$ cat config.mk
export PLATFORM = sky130hd
export DESIGN_NAME = bounded_array_list_engine_core
export DESIGN_NICKNAME = d
export VERILOG_FILES = /design/src/hw/rtl/blae_pkg.sv /design/src/hw/rtl/bounded_array_list_engine_core.sv /design/src/hw/rtl/blae_cfg.sv
export SDC_FILE = /design/constraint.sdc
export NUM_CORES = 1
export LEC_CHECK = 0
export ABC_CLOCK_PERIOD_IN_PS = 10300
export BUFFER_PORTS_ARGS = -buffer_cell sky130_fd_sc_hd__buf_2
export CORE_AREA = 2 2 278 280
export CTS_BUF_LIST = sky130_fd_sc_hd__clkbuf_2 sky130_fd_sc_hd__clkbuf_4 sky130_fd_sc_hd__clkbuf_8
export CTS_CLUSTER_SIZE = 30
export DETAILED_ROUTE_END_ITERATION = 10
export DIE_AREA = 0 0 280 282
export SLEW_MARGIN = 20
export SYNTH_ARGS = -nofsm -noshare
export SYNTH_HDL_FRONTEND = slang
export SYNTH_SLANG_ARGS = --single-unit
$ cat constraint.sdc
create_clock -name clk_i -period 10.3 [get_ports clk_i]
set_input_delay 2.575 -clock clk_i [delete_from_list [all_inputs] [get_ports clk_i]]
set_output_delay 2.575 -clock clk_i [all_outputs]
set_load 0.1 [all_outputs]
$ cat src/hw/rtl/blae_pkg.sv
// Shared types and constants for the bounded array list engine.
// Depends on nothing; every other file in hw/rtl imports it.
`default_nettype none

package blae_pkg;

  // Field widths of the item and result payloads.
  localparam int unsigned FUNC_W = 3;
  localparam int unsigned SLOT_W = 4;
  localparam int unsigned WORD_W = 32;
  localparam int unsigned POS_W  = 4;
  localparam int unsigned CNT_W  = 5;

  // The list never holds more slots than one dump can return.
  localparam int unsigned SLOTS_MAX     = 16;
  localparam int unsigned DEPTH_DEFAULT = 16;

  // Configuration port.
  localparam int unsigned APB_ADDR_W = 3;
  localparam int unsigned APB_DATA_W = 32;
  localparam int unsigned REG_IDX_W  = APB_ADDR_W - 2;
  localparam logic [REG_IDX_W-1:0] REG_CAPACITY = REG_IDX_W'(0);
  localparam logic [CNT_W-1:0]     CAP_RESET    = CNT_W'(16);

  // Command codes.
  typedef enum logic [FUNC_W-1:0] {
    FN_APPEND  = 3'd0,
    FN_INSERT  = 3'd1,
    FN_DELETE  = 3'd2,
    FN_SEARCH  = 3'd3,
    FN_REVERSE = 3'd4,
    FN_DUMP    = 3'd5
  } func_e;

  // Sequencer states.
  typedef enum logic [3:0] {
    ST_IDLE,
    ST_SHIFT,
    ST_SEARCH,
    ST_REV_RD_LO,
    ST_REV_RD_HI,
    ST_REV_WR_LO,
    ST_REV_WR_HI,
    ST_DUMP_RD,
    ST_DUMP_OUT,
    ST_RESP
  } state_e;

  // One command item.
  typedef struct packed {
    logic [FUNC_W-1:0]        func;
    logic [SLOT_W-1:0]        slot;
    logic signed [WORD_W-1:0] value;
  } item_t;

  // One result item.
  typedef struct packed {
    logic                     status;
    logic [POS_W-1:0]         position;
    logic signed [WORD_W-1:0] word;
    logic [CNT_W-1:0]         count;
    logic                     last;
  } result_t;

endpackage

`default_nettype wire

$ cat src/hw/rtl/bounded_array_list_engine_core.sv
// Top level of the bounded array list engine: command sequencer around the slot memory.
// Depends on blae_pkg and instantiates blae_cfg for the capacity register.
//
//   Channel   Direction  Handshake              Payload
//   in        input      in_valid_i/in_stall_o   item_t   (func, slot, value)
//   out       output     out_valid_o/out_stall_i result_t (status, position, word, count, last)
//   cfg       input      psel/penable/pwrite     capacity at byte address 0
//
// Per item, output stalls aside: append, insert at the tail, failed appends, inserts and
// deletes, unknown commands and reverse of fewer than two words go straight to the result;
// other inserts and deletes first move the words behind the slot, none for a delete of the
// last word; search reads slots until a match or the end; reverse swaps pairs; dump reads
// each usable slot, or gives a single result when no slot is usable.
// The pace is set by the single read port and single write port of the slot memory.
// Reset clears the fill count and sequencer at once; no clearing pass is needed.
// A stalled result holds in the output register; the next item is still taken.
`default_nettype none

module bounded_array_list_engine_core import blae_pkg::*; #(
  parameter int unsigned DEPTH = DEPTH_DEFAULT
) (
  input  wire logic                  clk_i,
  input  wire logic                  rst_ni,
  // command items
  input  wire logic                  in_valid_i,
  output logic                       in_stall_o,
  input  wire item_t                 in_item_i,
  // result items
  output logic                       out_valid_o,
  input  wire logic                  out_stall_i,
  output result_t                    out_item_o,
  // configuration port
  input  wire logic                  psel,
  input  wire logic                  penable,
  input  wire logic                  pwrite,
  input  wire logic [APB_ADDR_W-1:0] paddr,
  input  wire logic [APB_DATA_W-1:0] pwdata,
  output logic      [APB_DATA_W-1:0] prdata,
  output logic                       pready
);

  // Only the slots a dump can show are ever filled.
  localparam int unsigned SLOTS = (DEPTH < SLOTS_MAX) ? DEPTH : SLOTS_MAX;
  localparam int unsigned IW    = $clog2(SLOTS);
  localparam logic [CNT_W-1:0] SlotsC = CNT_W'(SLOTS);
  localparam logic [IW:0]      TwoC   = (IW+1)'(2);

  logic [CNT_W-1:0] capacity;
  logic [CNT_W-1:0] usable;

  state_e state_d, state_q;
  logic [CNT_W-1:0]  filled_d, filled_q;
  logic [CNT_W-1:0]  cnt_d, cnt_q;
  logic [IW-1:0]     ptr_d, ptr_q;
  logic [IW-1:0]     wr_addr_d, wr_addr_q;
  logic [IW-1:0]     tgt_d, tgt_q;
  logic [IW-1:0]     lo_d, lo_q;
  logic [IW-1:0]     hi_d, hi_q;
  logic              up_d, up_q;
  logic              pend_d, pend_q;
  logic [WORD_W-1:0] key_d, key_q;
  logic [WORD_W-1:0] tmp_d, tmp_q;
  logic              res_status_d, res_status_q;
  logic [POS_W-1:0]  res_pos_d, res_pos_q;

  logic              out_valid_d, out_valid_q;
  result_t           out_d, out_q;
  logic              out_load;
  logic              out_free;

  // Slot memory ports.
  logic [WORD_W-1:0] mem [SLOTS];
  logic              mem_we, mem_re;
  logic [IW-1:0]     mem_waddr, mem_raddr;
  logic [WORD_W-1:0] mem_wdata;
  logic [WORD_W-1:0] rdata_q;

  logic app_ok, ins_ok, ins_tail, del_ok, rev_ok;
  logic search_hit, search_end, rev_more, dump_last;

  // Capacity register.
  blae_cfg u_cfg (
    .clk_i      (clk_i),
    .rst_ni     (rst_ni),
    .psel       (psel),
    .penable    (penable),
    .pwrite     (pwrite),
    .paddr      (paddr),
    .pwdata     (pwdata),
    .prdata     (prdata),
    .pready     (pready),
    .capacity_o (capacity)
  );

  // Capacity clipped to the slots that exist.
  assign usable = (capacity > SlotsC) ? SlotsC : capacity;

  // Command checks and loop conditions.
  assign out_free   = !out_valid_q || !out_stall_i;
  assign app_ok     = filled_q < usable;
  assign ins_ok     = (filled_q < usable) && ({1'b0, in_item_i.slot} < usable);
  assign ins_tail   = {1'b0, in_item_i.slot} >= filled_q;
  assign del_ok     = {1'b0, in_item_i.slot} < filled_q;
  assign rev_ok     = filled_q > CNT_W'(1);
  assign search_hit = pend_q && (rdata_q == key_q);
  assign search_end = !search_hit && (cnt_q >= filled_q);
  assign rev_more   = ({1'b0, lo_q} + TwoC) < {1'b0, hi_q};
  assign dump_last  = (cnt_q + CNT_W'(1)) == usable;

  assign in_stall_o = (state_q != ST_IDLE);

  // Next state.
  always_comb begin
    state_d = state_q;
    unique case (state_q)
      ST_IDLE: begin
        if (in_valid_i) begin
          unique case (func_e'(in_item_i.func))
            FN_INSERT:  state_d = (ins_ok && !ins_tail) ? ST_SHIFT : ST_RESP;
            FN_DELETE:  state_d = del_ok ? ST_SHIFT : ST_RESP;
            FN_SEARCH:  state_d = ST_SEARCH;
            FN_REVERSE: state_d = rev_ok ? ST_REV_RD_LO : ST_RESP;
            FN_DUMP:    state_d = (usable != '0) ? ST_DUMP_RD : ST_RESP;
            default:    state_d = ST_RESP;
          endcase
        end
      end
      ST_SHIFT: begin
        if ((cnt_q == '0) && !pend_q) begin
          state_d = ST_RESP;
        end
      end
      ST_SEARCH: begin
        if (search_hit || search_end) begin
          state_d = ST_RESP;
        end
      end
      ST_REV_RD_LO: state_d = ST_REV_RD_HI;
      ST_REV_RD_HI: state_d = ST_REV_WR_LO;
      ST_REV_WR_LO: state_d = ST_REV_WR_HI;
      ST_REV_WR_HI: state_d = rev_more ? ST_REV_RD_HI : ST_RESP;
      ST_DUMP_RD:   state_d = ST_DUMP_OUT;
      ST_DUMP_OUT: begin
        if (out_free && dump_last) begin
          state_d = ST_IDLE;
        end
      end
      ST_RESP: begin
        if (out_free) begin
          state_d = ST_IDLE;
        end
      end
      default: state_d = ST_IDLE;
    endcase
  end

  // Datapath and memory control. Slots at or past the fill count are never read
  // for their contents: dump shows them as zero, so delete need not clear them.
  always_comb begin
    filled_d     = filled_q;
    cnt_d        = cnt_q;
    ptr_d        = ptr_q;
    wr_addr_d    = wr_addr_q;
    tgt_d        = tgt_q;
    lo_d         = lo_q;
    hi_d         = hi_q;
    up_d         = up_q;
    pend_d       = pend_q;
    key_d        = key_q;
    tmp_d        = tmp_q;
    res_status_d = res_status_q;
    res_pos_d    = res_pos_q;
    mem_we       = 1'b0;
    mem_waddr    = '0;
    mem_wdata    = '0;
    mem_re       = 1'b0;
    mem_raddr    = '0;
    out_load     = 1'b0;
    out_d        = out_q;

    unique case (state_q)
      ST_IDLE: begin
        if (in_valid_i) begin
          key_d        = in_item_i.value;
          res_status_d = 1'b1;
          res_pos_d    = '0;
          pend_d       = 1'b0;
          cnt_d        = '0;
          unique case (func_e'(in_item_i.func))
            FN_APPEND: begin
              if (app_ok) begin
                mem_we       = 1'b1;
                mem_waddr    = IW'(filled_q);
                mem_wdata    = in_item_i.value;
                filled_d     = filled_q + CNT_W'(1);
                res_status_d = 1'b0;
              end
            end
            FN_INSERT: begin
              if (ins_ok) begin
                res_status_d = 1'b0;
                if (ins_tail) begin
                  mem_we    = 1'b1;
                  mem_waddr = IW'(filled_q);
                  mem_wdata = in_item_i.value;
                  filled_d  = filled_q + CNT_W'(1);
                end else begin
                  up_d  = 1'b0;
                  ptr_d = IW'(filled_q - CNT_W'(1));
                  cnt_d = filled_q - {1'b0, in_item_i.slot};
                  tgt_d = IW'(in_item_i.slot);
                end
              end
            end
            FN_DELETE: begin
              if (del_ok) begin
                res_status_d = 1'b0;
                up_d         = 1'b1;
                ptr_d        = IW'(in_item_i.slot) + IW'(1);
                cnt_d        = filled_q - {1'b0, in_item_i.slot} - CNT_W'(1);
              end
            end
            FN_SEARCH: begin
              res_status_d = 1'b1;
            end
            FN_REVERSE: begin
              res_status_d = 1'b0;
              lo_d         = '0;
              hi_d         = IW'(filled_q - CNT_W'(1));
            end
            FN_DUMP: begin
              res_status_d = 1'b1;
            end
            default: begin
              res_status_d = 1'b1;
            end
          endcase
        end
      end

      // Move one word a cycle: read one slot, write the word read last cycle.
      ST_SHIFT: begin
        if (pend_q) begin
          mem_we    = 1'b1;
          mem_waddr = wr_addr_q;
          mem_wdata = rdata_q;
        end
        if (cnt_q != '0) begin
          mem_re    = 1'b1;
          mem_raddr = ptr_q;
          ptr_d     = up_q ? ptr_q + IW'(1) : ptr_q - IW'(1);
          wr_addr_d = up_q ? ptr_q - IW'(1) : ptr_q + IW'(1);
          cnt_d     = cnt_q - CNT_W'(1);
          pend_d    = 1'b1;
        end else begin
          pend_d = 1'b0;
          if (!pend_q) begin
            if (up_q) begin
              filled_d = filled_q - CNT_W'(1);
            end else begin
              mem_we    = 1'b1;
              mem_waddr = tgt_q;
              mem_wdata = key_q;
              filled_d  = filled_q + CNT_W'(1);
            end
          end
        end
      end

      // Read slots in order and compare each word in the cycle after its read.
      ST_SEARCH: begin
        if (search_hit) begin
          res_status_d = 1'b0;
          res_pos_d    = POS_W'(cnt_q - CNT_W'(1));
        end else if (cnt_q < filled_q) begin
          mem_re    = 1'b1;
          mem_raddr = IW'(cnt_q);
          cnt_d     = cnt_q + CNT_W'(1);
          pend_d    = 1'b1;
        end
      end

      // Swap one pair: read low, read high, write low, write high.
      ST_REV_RD_LO: begin
        mem_re    = 1'b1;
        mem_raddr = lo_q;
      end
      ST_REV_RD_HI: begin
        mem_re    = 1'b1;
        mem_raddr = hi_q;
        tmp_d     = rdata_q;
      end
      ST_REV_WR_LO: begin
        mem_we    = 1'b1;
        mem_waddr = lo_q;
        mem_wdata = rdata_q;
      end
      ST_REV_WR_HI: begin
        mem_we    = 1'b1;
        mem_waddr = hi_q;
        mem_wdata = tmp_q;
        if (rev_more) begin
          lo_d      = lo_q + IW'(1);
          hi_d      = hi_q - IW'(1);
          mem_re    = 1'b1;
          mem_raddr = lo_q + IW'(1);
        end
      end

      // Dump: one slot per item, next read issued as each item is loaded.
      ST_DUMP_RD: begin
        mem_re    = 1'b1;
        mem_raddr = IW'(cnt_q);
      end
      ST_DUMP_OUT: begin
        if (out_free) begin
          out_load       = 1'b1;
          out_d.status   = 1'b0;
          out_d.position = POS_W'(cnt_q);
          out_d.word     = (cnt_q < filled_q) ? rdata_q : '0;
          out_d.count    = filled_q;
          out_d.last     = dump_last;
          if (!dump_last) begin
            cnt_d     = cnt_q + CNT_W'(1);
            mem_re    = 1'b1;
            mem_raddr = IW'(cnt_q + CNT_W'(1));
          end
        end
      end

      // Single result of every other command.
      ST_RESP: begin
        if (out_free) begin
          out_load       = 1'b1;
          out_d.status   = res_status_q;
          out_d.position = res_pos_q;
          out_d.word     = '0;
          out_d.count    = filled_q;
          out_d.last     = 1'b1;
        end
      end

      default: begin
        pend_d = 1'b0;
      end
    endcase
  end

  // Output register valid.
  assign out_valid_d = out_load || (out_valid_q && out_stall_i);

  // Control registers.
  always_ff @(posedge clk_i or negedge rst_ni) begin
    if (!rst_ni) begin
      state_q     <= ST_IDLE;
      filled_q    <= '0;
      cnt_q       <= '0;
      pend_q      <= 1'b0;
      up_q        <= 1'b0;
      out_valid_q <= 1'b0;
    end else begin
      state_q     <= state_d;
      filled_q    <= filled_d;
      cnt_q       <= cnt_d;
      pend_q      <= pend_d;
      up_q        <= up_d;
      out_valid_q <= out_valid_d;
    end
  end

  // Payload registers.
  always_ff @(posedge clk_i) begin
    ptr_q        <= ptr_d;
    wr_addr_q    <= wr_addr_d;
    tgt_q        <= tgt_d;
    lo_q         <= lo_d;
    hi_q         <= hi_d;
    key_q        <= key_d;
    tmp_q        <= tmp_d;
    res_status_q <= res_status_d;
    res_pos_q    <= res_pos_d;
    out_q        <= out_d;
  end

  // Slot memory: one write port, one registered read port.
  always_ff @(posedge clk_i) begin
    if (mem_we) begin
      mem[mem_waddr] <= mem_wdata;
    end
    if (mem_re) begin
      rdata_q <= mem[mem_raddr];
    end
  end

  assign out_valid_o = out_valid_q;
  assign out_item_o  = out_q;

  // The fill count never exceeds the slots that exist.
  a_filled_bound: assert property (@(posedge clk_i) disable iff (!rst_ni)
    filled_q <= SlotsC)
    else $error("fill count beyond slot count");

  // Overlapped read and write never touch the same slot.
  a_no_rw_clash: assert property (@(posedge clk_i) disable iff (!rst_ni)
    (mem_we && mem_re) |-> (mem_waddr != mem_raddr))
    else $error("read and write of the same slot in one cycle");

  // A result is loaded only when the output register can take it.
  a_out_free: assert property (@(posedge clk_i) disable iff (!rst_ni)
    out_load |-> out_free)
    else $error("result loaded over a waiting result");

  // The fill count only changes on the way to a single result.
  a_filled_step: assert property (@(posedge clk_i) disable iff (!rst_ni)
    (filled_q != $past(filled_q)) |-> (state_q == ST_RESP))
    else $error("fill count changed outside a command's end");

  // A dump item that is not the last keeps the dump going.
  a_dump_cont: assert property (@(posedge clk_i) disable iff (!rst_ni)
    (out_load && !out_d.last) |=> (state_q == ST_DUMP_OUT))
    else $error("dump ended early");

endmodule

`default_nettype wire

$ cat src/hw/rtl/blae_cfg.sv
// Configuration register block: holds the capacity register behind an APB-style port.
// Depends on blae_pkg for the address map and reset value.
`default_nettype none

module blae_cfg import blae_pkg::*; (
  input  wire logic                  clk_i,
  input  wire logic                  rst_ni,
  input  wire logic                  psel,
  input  wire logic                  penable,
  input  wire logic                  pwrite,
  input  wire logic [APB_ADDR_W-1:0] paddr,
  input  wire logic [APB_DATA_W-1:0] pwdata,
  output logic      [APB_DATA_W-1:0] prdata,
  output logic                       pready,
  output logic      [CNT_W-1:0]      capacity_o
);

  logic                 wr_en;
  logic [REG_IDX_W-1:0] reg_idx;
  logic [CNT_W-1:0]     capacity_d, capacity_q;

  // The port never inserts wait states.
  assign pready  = 1'b1;
  assign reg_idx = paddr[APB_ADDR_W-1:2];
  assign wr_en   = psel && penable && pwrite && pready;

  // Register decode; writes to unmapped addresses are dropped.
  always_comb begin
    capacity_d = capacity_q;
    if (wr_en && (reg_idx == REG_CAPACITY)) begin
      capacity_d = pwdata[CNT_W-1:0];
    end
  end

  always_ff @(posedge clk_i or negedge rst_ni) begin
    if (!rst_ni) begin
      capacity_q <= CAP_RESET;
    end else begin
      capacity_q <= capacity_d;
    end
  end

  // Read-back mux.
  always_comb begin
    prdata = '0;
    if (reg_idx == REG_CAPACITY) begin
      prdata = {{(APB_DATA_W-CNT_W){1'b0}}, capacity_q};
    end
  end

  assign capacity_o = capacity_q;

endmodule

`default_nettype wire

==> flow_metrics.py <==
metrics = {
    "sta": {
        "rsz0062_at_grt": "no",
        "whs_ns": 0.524,
        "slew_headroom": 0.211,
        "setup_violations": 0,
        "finClkSkew_ns": 0.0594,
        "worstMarginPinSlew_ns": 1.18,
        "fin_crit_sh": 0.701,
        "finalCriticalPeriod_ns": 7.22,
        "max_freq_ghz": 0.139,
        "drv_slew": 0,
        "final_hold_viol_count": 0,
        "fin_tns_setup_ns": 0,
    },
    "logic_synthesis": {
        "yosys-top-cells-count": "771 x nand2_1, 676 x edfxtp_1, 76 x a21oi_1",
        "async_flop_share": 0.0315,
        "ys_ff_latch": 698,
        "synth_area_sq_um": 30100,
        "synth_edf_count": 676,
        "synth_top_area_share": 0.675,
        "synthTopCellsByArea": "edfxtp_1 68%, nand2_1 9.6%, dfrtp_1 1.7%, a22oi_1 1.7%, ha_1 1.4%",
        "synth_area_leader_cell": "edfxtp_1",
        "synth_cells": 2387,
        "yosysSeqAreaShare": 0.693,
        "synth_ff_type": "edfxtp_1",
        "yosysUniqueCellTypes": 85,
        "yosysWarnings": 0,
        "post-synth-top-count-cell": "nand2_1",
        "syn_area_per_cell_sq_um": 12.6,
    },
    "pwr": {
        "p_leak_uw": 0.0124,
        "irDropWorstVdd_v": 0.000292,
        "power_density_nw_per_um2": 337,
    },
    "clock_tree": {
        "cts_resized": 0,
        "clock_latency_ns": 0.73,
        "post_cts_buffers": 0,
        "cts_sinks": 698,
        "clockBufferDepth": 3,
        "cts.htree.levels": 3,
        "clockRootBuffer": "clkbuf_8",
        "cts_buffers": 109,
        "clkSlewWorstSetupHoldPaths_ns": 0.06,
        "hold_buffers": 0,
        "cts_tree": "done",
    },
    "grt": {
        "antenna_found_initial": 1,
        "grt_pass1_vias": 18900,
        "grt-ovfl-total": 0,
        "grt_max_degree": 165,
        "track_usage": 0.199,
        "grt_pass1_wl_mm": 118,
    },
    "cells_and_area": {
        "syn_to_final_growth_pct": 12.0,
        "nets": 2618,
        "finalNonFillerCells": 3566,
        "layout-drive-gt1-share": 0.150,
    },
    "place": {
        "port_buffers": 101,
        "hpwl_mm": 47.0,
        "gp_congestion": 0.877,
        "dp_cells": 3370,
    },
    "detailed_routing": {
        "route.antenna.remaining_nets": 0,
        "dr.pass1.iters": 6,
        "via_per_inst": 5.51,
        "avgRoutedWirePerCell_um": 22.4,
        "totalWireLength_mm": 79.9,
        "post-route-drc-count": 0,
        "vias": 19700,
        "drt_iter0_drc": 2107,
    },
    "min_path": {
        "hold_end": "out_item_o[39]",
        "min_path_cells": 2,
        "hp-start": "res_pos_q[1]",
        "hp-class": "register to register",
    },
    "setup_path": {
        "start_kind": "input pin",
        "required_ns": 10.68,
        "reg2regPathDepth": 12,
        "r2r-end": "mem[1][12]",
        "worstPathMaxFanout": 21,
        "worstSetupPathType": "input pin to register",
        "arrival_ns": 7.60,
        "r2r_slack_ns": 4.46,
        "r2r-start": "filled_q[1]",
        "end_kind": "register",
    },
    "floorplanning": {
        "dieArea_sq_um": 79000,
        "die_y_um": 282,
        "initial_utilization": 0.397,
        "fp-row-count": 101,
        "io_pins": 159,
        "die_x_um": 280,
        "core-area_sq_um": 75700,
    },
    "run_status": {
        "status": "complete, no violations",
    },
    "run": {
        "drv_cap": 0,
    },
}
metrics by stage:
| step | worst slack, ns | util | area, sq um | power, uW |
|---|---|---|---|---|
| final | 3.08 | 0.445 | 33700 | 11400 |
| after global routing | 2.79 | 0.445 | 33700 | 12000 |
| after CTS | 3.13 | 0.445 | 33700 | 11400 |
| after detailed placement | 2.38 | 0.417 | 31600 | 9110 |
| after global placement | 2.53 | 0.416 | 31500 | 8960 |
| after floorplan | 3.70 | - | 30200 | 7690 |
where the power goes:
part	leakage, uW	switching [uW]	total (uW)	internal (uW)
logic	0.00472	3510	4770	1260
clock network	0.00112	1090	2270	1180
registers	0.00654	348	4320	3970
final cells by class:
cell class	count	area [sq um]
Antenna cell	1	2.50
Clock buffer	145	1780
Clock inverter	50	329
Fill cell	6789	42000
Inverter	36	135
Multi-Input combinational cell	1517	8500
Sequential cell	698	20900
Tap cell	978	1220
Timing Repair Buffer	141	858
flip-flops by register name, indices dropped and copies added, names as in the netlist, 4 cells and up:
| name | cells |
|---|---|
| tgt_q | 4 |
| res_pos_q | 4 |
| key_q | 32 |
| u_cfg.capacity_o | 5 |
| rdata_q | 32 |
| cnt_q | 5 |
| mem | 512 |
| tmp_q | 32 |
| state_q | 4 |
| hi_q | 4 |
| ptr_q | 4 |
| wr_addr_q | 4 |
| out_item_o | 43 |
| lo_q | 4 |
| filled_q | 5 |
critical path, stage by stage:
cell,delay (ns)
buf_2,0.16
inv_1,0.10
ha_1,0.32
nor2b_1,0.13
o21ai_0,0.25
a21boi_0,0.16
o21ai_0,0.35
o211ai_1,0.18
a2111oi_2,0.45
and3_1,1.01
a21oi_1,0.30
nand2b_1,0.41
nor2_4,0.74
buf_4,0.45
routing by layer:
layer,wire (um),track usage,share of wire,vias to the layer above
met5,0,0,0,-
met4,1880,0.0675,0.023,0
met3,5500,0.0305,0.069,119
met2,39000,0.334,0.49,825
met1,33500,0.265,0.42,9827
li1,-,-,-,8880
kinds of logic after synthesis:
family / count (synthesis) / synth area share
adder cells (fa/ha/maj): 34 / 0.0144
flip-flops: 698 / 0.693
AND/OR/NAND/NOR: 1032 / 0.145
buffers and inverters: 198 / 0.0342
XOR/XNOR: 60 / 0.0175
AO/OA/AOI/OAI: 343 / 0.0859
multiplexers: 20 / 0.00903
other: 2 / 0.000250
worst max-delay path by stage:
| stage | startpoint | to | slack (ns) | cells after the start |
|---|---|---|---|---|
| 2_1_floorplan | in_item_i[33] | mem[1][0] | 3.70 | 13 |
| 3_3_place_gp | in_item_i[33] | mem[1][1] | 2.53 | 14 |
| 3_5_place_dp | in_item_i[33] | mem[1][1] | 2.38 | 14 |
| 4_1_cts | in_item_i[33] | mem[1][22] | 3.13 | 14 |
| 5_1_grt | in_item_i[33] | mem[1][22] | 2.79 | 14 |
| 6_report | in_item_i[33] | mem[1][12] | 3.08 | 14 |
layout by cell type, fill, tap and decap left out, types with 9 or more instances in the layout:
cell type / instances
and2_1: 40
nor2_4: 18
or3_1: 9
a22oi_2: 20
clkinv_2: 12
ha_1: 33
inv_1: 34
nand3_1: 27
a21o_1: 12
a22oi_1: 68
xor2_1: 39
clkbuf_8: 110
xnor2_1: 21
clkbuf_4: 35
a222oi_1: 35
nor3_1: 13
nor4_1: 9
clkinv_1: 29
buf_4: 37
nor2_1: 51
buf_2: 101
nand2b_1: 12
a32oi_1: 31
o211ai_1: 15
nand2_1: 771
dfrtp_1: 21
a21oi_1: 75
edfxtp_1: 676
nand4_1: 32
conb_1: 28
o21ai_0: 30
Note: power is estimated with default switching activity, not from simulation.
